[config.mk]
export PLATFORM = sky130hd
export DESIGN_NAME = symbol_list_parser_top
export DESIGN_NICKNAME = d
export VERILOG_FILES = /design/src/sv/slp_pkg.sv /design/src/sv/slp_ram.sv /design/src/sv/slp_parse.sv /design/src/sv/slp_emit.sv /design/src/sv/symbol_list_parser_top.sv
export SDC_FILE = /design/constraint.sdc
export NUM_CORES = 1
export LEC_CHECK = 0
export BUFFER_PORTS_ARGS = -buffer_cell sky130_fd_sc_hd__buf_2
export CELL_PAD_IN_SITES_DETAIL_PLACEMENT = 1
export CELL_PAD_IN_SITES_GLOBAL_PLACEMENT = 2
export CORE_ASPECT_RATIO = 1.1
export CORE_MARGIN = 1
export CORE_UTILIZATION = 47
export DETAILED_ROUTE_END_ITERATION = 8
export PLACE_DENSITY = 0.9
export SLEW_MARGIN = 20
export SYNTH_ARGS = -nofsm -noshare
export SYNTH_HDL_FRONTEND = slang
export SYNTH_HIERARCHICAL = 1
export SYNTH_SLANG_ARGS = --single-unit
[constraint.sdc]
create_clock -name clk -period 5.5 [get_ports clk]
set_input_delay 0.825 -clock clk [delete_from_list [all_inputs] [get_ports clk]]
set_output_delay 0.825 -clock clk [all_outputs]
set_load 0.02 [all_outputs]
[src/sv/slp_pkg.sv]
`default_nettype none

package slp_pkg;

  localparam int NAME_LEN = 64;
  localparam int IDX_W    = $clog2(NAME_LEN);
  localparam int CNT_W    = 7;
  localparam int ADDR_W   = 32;
  localparam int MAXA_W   = 16;

  typedef struct packed {
    logic              start;
    logic [CNT_W-1:0]  len;
    logic [ADDR_W-1:0] addr;
    logic              bad;
    logic              trunc;
  } slp_run_t;

endpackage

`default_nettype wire

[src/sv/slp_ram.sv]
`default_nettype none

module slp_ram #(
  parameter int WIDTH = 8,
  parameter int DEPTH = 64
) (
  input  wire logic                     clk,
  input  wire logic                     we,
  input  wire logic [$clog2(DEPTH)-1:0] waddr,
  input  wire logic [WIDTH-1:0]         wdata,
  input  wire logic [$clog2(DEPTH)-1:0] raddr,
  output logic      [WIDTH-1:0]         rdata
);

  logic [WIDTH-1:0] mem [DEPTH];

  always_ff @(posedge clk) begin
    if (we) begin
      mem[waddr] <= wdata;
    end
    rdata <= mem[raddr];
  end

endmodule

`default_nettype wire

[src/sv/slp_parse.sv]
`default_nettype none

module slp_parse
  import slp_pkg::*;
(
  input  wire logic              clk,
  input  wire logic              rst,
  input  wire logic              fire,
  input  wire logic [7:0]        text_byte,
  input  wire logic              cfg_wr_en,
  input  wire logic [MAXA_W-1:0] cfg_wr_data,
  output logic                   ram_we,
  output logic [IDX_W-1:0]       ram_waddr,
  output logic [7:0]             ram_wdata,
  output slp_run_t               run
);

  localparam logic [7:0] CH_SQUARE = 8'h5B;
  localparam logic [7:0] CH_CURLY  = 8'h7B;
  localparam logic [7:0] CH_QUOTE  = 8'h27;
  localparam logic [7:0] CH_COLON  = 8'h3A;
  localparam logic [7:0] CH_LONG   = 8'h4C;
  localparam logic [7:0] CH_COMMA  = 8'h2C;
  localparam logic [7:0] CH_ZERO   = 8'h30;
  localparam logic [7:0] CH_NINE   = 8'h39;

  typedef enum logic [2:0] {
    ST_GROUND,
    ST_SQUARE,
    ST_CURLY,
    ST_NAME,
    ST_LONG,
    ST_NAME_END,
    ST_VALUE,
    ST_COMMA
  } state_t;

  state_t              state;
  logic [CNT_W-1:0]    name_count;
  logic                overflow_seen;
  logic [ADDR_W-1:0]   value_accum;
  logic [MAXA_W-1:0]   addr_limit;
  logic                is_space;
  logic                is_digit;
  logic                full;
  logic [ADDR_W-1:0]   accum_next;

  always_comb begin
    is_space = (text_byte == 8'h20) || (text_byte == 8'h09) || (text_byte == 8'h0D) ||
               (text_byte == 8'h0A) || (text_byte == 8'h00);
    is_digit = (text_byte >= CH_ZERO) && (text_byte <= CH_NINE);
    full     = name_count >= CNT_W'(NAME_LEN);
    accum_next = (value_accum << 3) + (value_accum << 1) +
                 ADDR_W'(text_byte[3:0]);
  end

  assign ram_we    = fire && (state == ST_NAME) && (text_byte != CH_QUOTE) && !full;
  assign ram_waddr = name_count[IDX_W-1:0];
  assign ram_wdata = text_byte;

  always_comb begin
    run.start = fire && (state == ST_VALUE) &&
                ((text_byte == CH_LONG) || (text_byte == CH_COMMA));
    run.len   = name_count;
    run.addr  = value_accum;
    run.bad   = value_accum > ADDR_W'(addr_limit);
    run.trunc = overflow_seen;
  end

  always_ff @(posedge clk) begin
    if (rst) begin
      addr_limit <= '1;
    end else if (cfg_wr_en) begin
      addr_limit <= cfg_wr_data;
    end
  end

  always_ff @(posedge clk) begin
    if (rst) begin
      state         <= ST_GROUND;
      name_count    <= '0;
      overflow_seen <= 1'b0;
      value_accum   <= '0;
    end else if (fire) begin
      unique case (state)
        ST_GROUND: begin
          if (text_byte == CH_SQUARE) state <= ST_SQUARE;
        end
        ST_SQUARE: begin
          if (text_byte == CH_CURLY) state <= ST_CURLY;
          else if (text_byte != CH_SQUARE) state <= ST_GROUND;
        end
        ST_CURLY: begin
          if (text_byte == CH_QUOTE) begin
            name_count    <= '0;
            overflow_seen <= 1'b0;
            state         <= ST_NAME;
          end else if (!is_space) begin
            state <= ST_GROUND;
          end
        end
        ST_NAME: begin
          if (text_byte == CH_QUOTE) begin
            state <= ST_NAME_END;
          end else if (full) begin
            overflow_seen <= 1'b1;
            state         <= ST_LONG;
          end else begin
            name_count <= name_count + 1'b1;
          end
        end
        ST_LONG: begin
          if (text_byte == CH_QUOTE) state <= ST_NAME_END;
        end
        ST_NAME_END: begin
          if (text_byte == CH_COLON) begin
            value_accum <= '0;
            state       <= ST_VALUE;
          end else if (!is_space) begin
            state <= ST_GROUND;
          end
        end
        ST_VALUE: begin
          priority if (is_digit) value_accum <= accum_next;
          else if (text_byte == CH_LONG) state <= ST_COMMA;
          else if (text_byte == CH_COMMA) state <= ST_CURLY;
          else state <= ST_GROUND;
        end
        ST_COMMA: begin
          if (text_byte == CH_COMMA) state <= ST_CURLY;
          else if (!is_space) state <= ST_GROUND;
        end
        default: state <= ST_GROUND;
      endcase
    end
  end

endmodule

`default_nettype wire

[src/sv/slp_emit.sv]
`default_nettype none

module slp_emit
  import slp_pkg::*;
(
  input  wire logic        clk,
  input  wire logic        rst,
  input  wire slp_run_t    run,
  output logic             busy,
  output logic [IDX_W-1:0] ram_raddr,
  input  wire logic [7:0]  ram_rdata,
  output logic             out_valid,
  input  wire logic        out_ready,
  output logic [7:0]       name_char,
  output logic             char_valid,
  output logic [CNT_W-1:0] name_length,
  output logic [ADDR_W-1:0] symbol_address,
  output logic             address_bad,
  output logic             name_truncated,
  output logic             last_of_run
);

  typedef enum logic [1:0] {
    S_IDLE,
    S_FETCH,
    S_LOAD,
    S_SHOW
  } state_t;

  state_t            state;
  logic [CNT_W-1:0]  rd_idx;
  logic              pre_ok;
  logic [ADDR_W-1:0] run_addr;
  logic              run_bad;
  logic              run_trunc;
  logic              is_last;

  assign busy      = state != S_IDLE;
  assign ram_raddr = rd_idx[IDX_W-1:0];
  assign is_last   = (rd_idx + 1'b1) == name_length;

  always_ff @(posedge clk) begin
    if (rst) begin
      state     <= S_IDLE;
      out_valid <= 1'b0;
      pre_ok    <= 1'b0;
      rd_idx    <= '0;
    end else begin
      // payload of the next output word: a name byte, or the run fields at run start
      if ((state == S_LOAD) ||
          ((state == S_SHOW) && out_ready && !last_of_run && pre_ok)) begin
        name_char      <= ram_rdata;
        char_valid     <= 1'b1;
        symbol_address <= is_last ? run_addr : '0;
        address_bad    <= is_last && run_bad;
        name_truncated <= is_last && run_trunc;
        last_of_run    <= is_last;
      end else if ((state == S_IDLE) && run.start) begin
        name_length    <= run.len;
        run_addr       <= run.addr;
        run_bad        <= run.bad;
        run_trunc      <= run.trunc;
        name_char      <= '0;
        char_valid     <= 1'b0;
        symbol_address <= run.addr;
        address_bad    <= run.bad;
        name_truncated <= run.trunc;
        last_of_run    <= 1'b1;
      end

      unique case (state)
        S_IDLE: begin
          if (run.start) begin
            rd_idx <= '0;
            if (run.len == '0) begin
              out_valid <= 1'b1;
              pre_ok    <= 1'b0;
              state     <= S_SHOW;
            end else begin
              state <= S_FETCH;
            end
          end
        end
        S_FETCH: state <= S_LOAD;
        S_LOAD: begin
          rd_idx    <= rd_idx + 1'b1;
          out_valid <= 1'b1;
          pre_ok    <= 1'b0;
          state     <= S_SHOW;
        end
        S_SHOW: begin
          pre_ok <= 1'b1;
          if (out_ready) begin
            priority if (last_of_run) begin
              out_valid <= 1'b0;
              state     <= S_IDLE;
            end else if (pre_ok) begin
              rd_idx <= rd_idx + 1'b1;
              pre_ok <= 1'b0;
            end else begin
              out_valid <= 1'b0;
              state     <= S_LOAD;
            end
          end
        end
        default: state <= S_IDLE;
      endcase
    end
  end

endmodule

`default_nettype wire

[src/sv/symbol_list_parser_top.sv]
// channel   | handshake             | payload
// ----------+-----------------------+--------------------------------------------
// input     | in_valid / in_ready   | text_byte
// output    | out_valid / out_ready | name_char, char_valid, name_length,
//           |                       | symbol_address, address_bad,
//           |                       | name_truncated, last_of_run
// config    | cfg_wr_en             | cfg_wr_data (address limit)
//
// Text bytes are taken one per cycle while no run is being sent.
// A completed entry sends its run from the name RAM, one word per name byte, each a RAM
// read then an output load; an empty name sends a single word.
// in_ready is low from the closing byte until the last word of the run is taken.
// Synchronous reset, no clearing pass; the address limit resets to 65535.
`default_nettype none

module symbol_list_parser_top
  import slp_pkg::*;
(
  input  wire logic              clk,
  input  wire logic              rst,
  input  wire logic              in_valid,
  output logic                   in_ready,
  input  wire logic [7:0]        text_byte,
  input  wire logic              cfg_wr_en,
  input  wire logic [MAXA_W-1:0] cfg_wr_data,
  output logic                   out_valid,
  input  wire logic              out_ready,
  output logic [7:0]             name_char,
  output logic                   char_valid,
  output logic [CNT_W-1:0]       name_length,
  output logic [ADDR_W-1:0]      symbol_address,
  output logic                   address_bad,
  output logic                   name_truncated,
  output logic                   last_of_run
);

  logic             busy;
  logic             fire;
  logic             ram_we;
  logic [IDX_W-1:0] ram_waddr;
  logic [7:0]       ram_wdata;
  logic [IDX_W-1:0] ram_raddr;
  logic [7:0]       ram_rdata;
  slp_run_t         run;

  assign in_ready = !busy;
  assign fire     = in_valid && in_ready;

  slp_parse u_parse (
    .clk         (clk),
    .rst         (rst),
    .fire        (fire),
    .text_byte   (text_byte),
    .cfg_wr_en   (cfg_wr_en),
    .cfg_wr_data (cfg_wr_data),
    .ram_we      (ram_we),
    .ram_waddr   (ram_waddr),
    .ram_wdata   (ram_wdata),
    .run         (run)
  );

  slp_ram #(
    .WIDTH (8),
    .DEPTH (NAME_LEN)
  ) u_name_ram (
    .clk   (clk),
    .we    (ram_we),
    .waddr (ram_waddr),
    .wdata (ram_wdata),
    .raddr (ram_raddr),
    .rdata (ram_rdata)
  );

  slp_emit u_emit (
    .clk            (clk),
    .rst            (rst),
    .run            (run),
    .busy           (busy),
    .ram_raddr      (ram_raddr),
    .ram_rdata      (ram_rdata),
    .out_valid      (out_valid),
    .out_ready      (out_ready),
    .name_char      (name_char),
    .char_valid     (char_valid),
    .name_length    (name_length),
    .symbol_address (symbol_address),
    .address_bad    (address_bad),
    .name_truncated (name_truncated),
    .last_of_run    (last_of_run)
  );

  a_no_input_during_run: assert property (@(posedge clk) disable iff (rst)
    out_valid |-> !in_ready)
    else $error("input taken while a run is pending");

  a_empty_is_single: assert property (@(posedge clk) disable iff (rst)
    (out_valid && !char_valid) |-> (last_of_run && (name_length == '0)))
    else $error("empty-name word not alone in its run");

  a_run_ends: assert property (@(posedge clk) disable iff (rst)
    (out_valid && out_ready && last_of_run) |=> (!out_valid && in_ready))
    else $error("run did not end after its last word");

  a_length_bound: assert property (@(posedge clk) disable iff (rst)
    out_valid |-> (name_length <= CNT_W'(NAME_LEN)))
    else $error("name length beyond buffer");

endmodule

`default_nettype wire
==> results <==
- The run finished with clean final reports.
- Setup repair after global routing left no endpoint under its margin.
- The worst path needs 3.74 ns of the cycle, external delays included.
- The congestion estimate from routability-driven global placement came to 0.852.
- The maximum operating frequency is 267 MHz.
- The final count of pins violating max slew came to 0.
- The repair_antennas step left the layout with diodes totalling 0.
- Net switching is 20.0% of the power.
- The combined buffer and inverter count along the critical path is 2.
- The clock network accounts for 46.9% of the total power.
- The number of instances in the synthesized netlist is 1,913.
- Buffers inserted to repair hold after CTS numbered 0.
- The number of global-route vias before repair came to 19,000.
- From synthesis to final layout, the design area changed by 11.4%.
- Across all hold checks on the routed design, the worst slack comes to 0.428 ns.
- Across every metal layer, demand over resource in global routing totals 25.6%.
- After detailed routing, the total wire length is 80,500 um.
- The amount of wire on met3 after detailed routing is 5320 um.
- The full die area is 63,900 um^2.
- The slowest stage of the critical path belongs to the cell nor2_1.
- The most common cell after layout, fill and taps aside is edfxtp_1.
- Signal routing reaches up to met4.
- The maximum root-to-sink buffer count is 3.
- The pin count of the biggest net entering global routing is 75.
- In this run the standard cell core region covers 62,200 um^2.
- The number of DRC markers after the initial detailed-route iteration is 1,572.
- The number of antenna violations at the first check in global routing was 1.
- The number of nets in the layout is 2,073.
- STA classifies the critical path endpoint as a flop.
- In this run, distinct cell masters in the synthesized netlist total 94.
- The headroom to the max-slew limit is 26.6%.
- The insertion delay of the later-clocked pin in the worst-skew pair is 0.63 ns.
- The cell seen most often among critical-path stages is nor2_1.
- The number of port buffers is 81.
- In this run, synthesis inferred 597 flip-flops with an integrated enable.
- Once detailed placement completed, the half-perimeter wirelength came to 52,000 um.
- Dividing the detail-routed wire length by the instance count gives 28.2 um.
- Overall power consumption after layout is estimated at 10,800 uW.
- The worst IR drop on VDD is 210 uV.
- The average cell area after synthesis is 15.4 um^2.
- The library cells used most frequently in the layout, excluding fill and tap cells, are edfxtp_1, nor2_1, mux4_2, nand2_1, buf_2.
- The number of failing hold endpoints at the final stage is 0.
- The height of the die is 265 um.
- The leakage component of the power is 0.0111 uW.
- Summing all non-filler instances in the final layout gives an area of 32,900 um^2.
- The tree built by TritonCTS fans out to 675 sinks.
- In the final timing run, aggregate negative setup slack is 0 ns.
- The number of nets in the synthesized netlist is 2,020.
- During synthesis, Yosys emitted a total of 6 warnings.
- The synthesized area is 29,600 um^2.
- The share of the Yosys chip area taken by registers is 65.9%.
- The kind of cell with the highest combined delay along the critical path is simple AND/OR/NAND/NOR gates.
- The proportion of layout cells with a drive suffix above 1 is 19.1%.
- The total I/O pin count is 82.
- The die outline width is 241 um.
- The data required time of the worst path is 5.73 ns.
- The share of total power dissipated in combinational logic is 1.3%.
- The count of placed standard cells including taps is 2,728.
- In the routed design, unresolved DRC markers number 0.
- After synthesis, the share of flip-flops with an asynchronous set or reset is 0%.
- The internal power is 8600 uW.
- The portion of total power attributed to sequential cells is 51.8%.
- The tool flagged a number of max-cap violations equal to 0.
- Data arrives at the worst endpoint at 3.97 ns.
- The global route total overflow is 0.
- The H-tree generated during clock tree synthesis spans 3 levels.
- The type of the tightest min-delay check is in -> reg.
- The number of non-filler instances in the completed layout is 2,855.
- The primary flip-flop cell chosen by synthesis mapping is edfxtp_1.
- The worst setup path is launched from a flop.
- For the final database, setup skew stands at 0.0299 ns.
- The final period utilization is 68.0%.
- The tree is rooted in a clkbuf_16.
- The register clock-pin slew on the reported worst setup and hold paths is 0.06 ns.
- In this run the power spent charging and discharging nets is 2150 uW.
- The critical path goes through nor2_1 > inv_1 > nor2b_1 > nand2_1 > nor4_1 > buf_4 > nand3_1 > nor2_1.
- The placed instances occupy a cell area of 30,500 um^2.
- The routed layout has 17,900 vias.
- The detail-routed via count per cell is 6.26.
- The post-CTS setup buffer count is 0.
- The detailed router put a total of 31,100 um of wire on met1.
- The number of cells upsized or downsized after cts is 0.
- Once the floorplan was initialized, standard cells occupied 47.5% of the core.
- The power per cell area is 327 nW/um^2.
- After synthesis the netlist holds a flip-flop and latch count of 675.
- The layout has 5,978 filler cells.
- TritonCTS built the clock tree.
- In this design, the stage delay of the slowest critical-path cell is 0.89 ns.
- The slack of the worst reg-to-reg path is 1.76 ns.
- The routed design uses 41,600 um of met2 wire.
- The highest fanout seen on the critical path is 9.
- The setup path with the least slack is of type reg -> reg.
- The CTS buffer count is 69.
- After floorplanning, the core was divided into 96 placement rows.
- The actual transition at the worst max-transition pin is 1.10 ns.
- In this run the remaining antenna-violating nets after routing total 0.
- The pre-antenna-repair detailed-routing pass consisted of 7 iterations.
- The first global-routing pass estimated 121,000 um of wire.
- Setup violations remaining at the end of the flow were counted as 0.
-- power groups by stage --
| stage | sequential (uW) | combinational [uW] | clock [uW] |
|---|---|---|---|
| global placement | 5680 | 132 | 0 |
| finish | 5570 | 142 | 5050 |
| global route | 5560 | 153 | 5290 |
| CTS | 5570 | 143 | 5130 |
| detailed placement | 5680 | 143 | 0 |
| floorplan | 5680 | 71.3 | 0 |
-- layer usage --
metal  up-vias  global-route usage [%]
met5         -                       0
met1      9289                    32.0
met3       168                    4.39
li1       7678                       -
met2       747                    44.6
met4         0                    8.78
-- Yosys cell counts (6+ instances only) --
library cell | n | share of area, %
o221ai_1 | 8 | 0.24
a31o_1 | 29 | 0.86
and2_1 | 47 | 0.99
a21o_1 | 15 | 0.38
and3_1 | 10 | 0.21
a31oi_1 | 12 | 0.25
a221oi_1 | 8 | 0.24
a21oi_1 | 73 | 1.2
nand2_1 | 98 | 1.2
buf_2 | 22 | 0.37
nor2b_1 | 21 | 0.44
clkbuf_1 | 45 | 0.57
o211ai_1 | 27 | 0.69
or4_1 | 6 | 0.15
dfxtp_1 | 78 | 5.3
or2_2 | 9 | 0.19
a31o_2 | 6 | 0.18
buf_6 | 16 | 0.61
nand3b_1 | 16 | 0.41
nor4_1 | 10 | 0.21
inv_1 | 34 | 0.43
nand3_1 | 53 | 0.90
o22ai_1 | 24 | 0.51
nand2b_1 | 13 | 0.28
nor3_1 | 21 | 0.36
a32o_1 | 7 | 0.24
mux4_2 | 124 | 9.5
ha_1 | 76 | 3.2
nor2_1 | 128 | 1.6
nand4_1 | 21 | 0.44
xor2_1 | 12 | 0.36
o21a_1 | 6 | 0.15
buf_4 | 32 | 0.81
and4_1 | 6 | 0.18
a22oi_1 | 9 | 0.23
or3_1 | 11 | 0.23
xnor2_1 | 15 | 0.44
o21ai_0 | 43 | 0.73
edfxtp_1 | 597 | 61
mux2i_1 | 20 | 0.68
-- flip-flops by register name, indices dropped and copies added, names as in the netlist, 2 cells and up --
register,cells
u_name_ram/mem,512
u_emit/run_addr,32
u_emit/symbol_address,32
u_parse/value_accum,32
u_parse/addr_limit,16
u_emit/name_char,8
u_name_ram/rdata,8
u_emit/name_length,7
u_emit/rd_idx,7
u_parse/name_count,7
u_parse/state,3
u_emit/state,2
-- stage by stage --
step                      utilization (%)  setup slack (ns)
after CTS                            52.9              1.80
final                                52.9              1.76
after global routing                 52.9              1.56
after detailed placement             49.0              1.40
after floorplan                         -              1.34
after global placement               49.0              1.48
-- layout make-up --
type	count	area [um^2]	area share (%)
clock inverters	40	571	1.73
clock buffers	87	1880	5.70
repair buffers	105	623	1.89
well taps	833	1040	3.17
flip-flops and latches	675	19500	59.2
inverters	36	135	0.410
multi-input cells	1079	9180	27.9
-- worst paths after layout --
kind	startpoint	endpoint	cells after the start
setup / recovery	u_emit/state[1]$_SDFFE_PP0P_	u_name_ram/mem[1][5]$_DFFE_PP_	8
hold reg to reg	u_parse/addr_limit[13]$_SDFFE_PP1P_	u_parse/addr_limit[13]$_SDFFE_PP1P_	2
setup reg to reg	u_emit/state[1]$_SDFFE_PP0P_	u_name_ram/mem[1][5]$_DFFE_PP_	8
hold / removal	cfg_wr_data[14]	u_parse/addr_limit[14]$_SDFFE_PP1P_	3
-- worst reg2reg max path: cells and delay by family (launching register included) --
kind	cells	cell delay, ns
buffers and inverters	2	0.39
flip-flops	1	0.42
AND/OR/NAND/NOR	6	2.55
-- cell families (layout without fill, tap and decap cells) --
| family | after synthesis | in the layout | share of synthesized area [%] |
|---|---|---|---|
| DFF | 675 | 675 | 65.9 |
| AOI/OAI and AO/OA | 336 | 336 | 8.01 |
| and+or+nand+nor | 492 | 492 | 8.63 |
| muxes | 146 | 146 | 10.2 |
| adders and majority gates | 78 | 78 | 3.35 |
| buffers and inverters | 159 | 268 | 3.06 |
| xor gates and xnor gates | 27 | 27 | 0.800 |
Note: power is estimated with default switching activity, not from simulation.
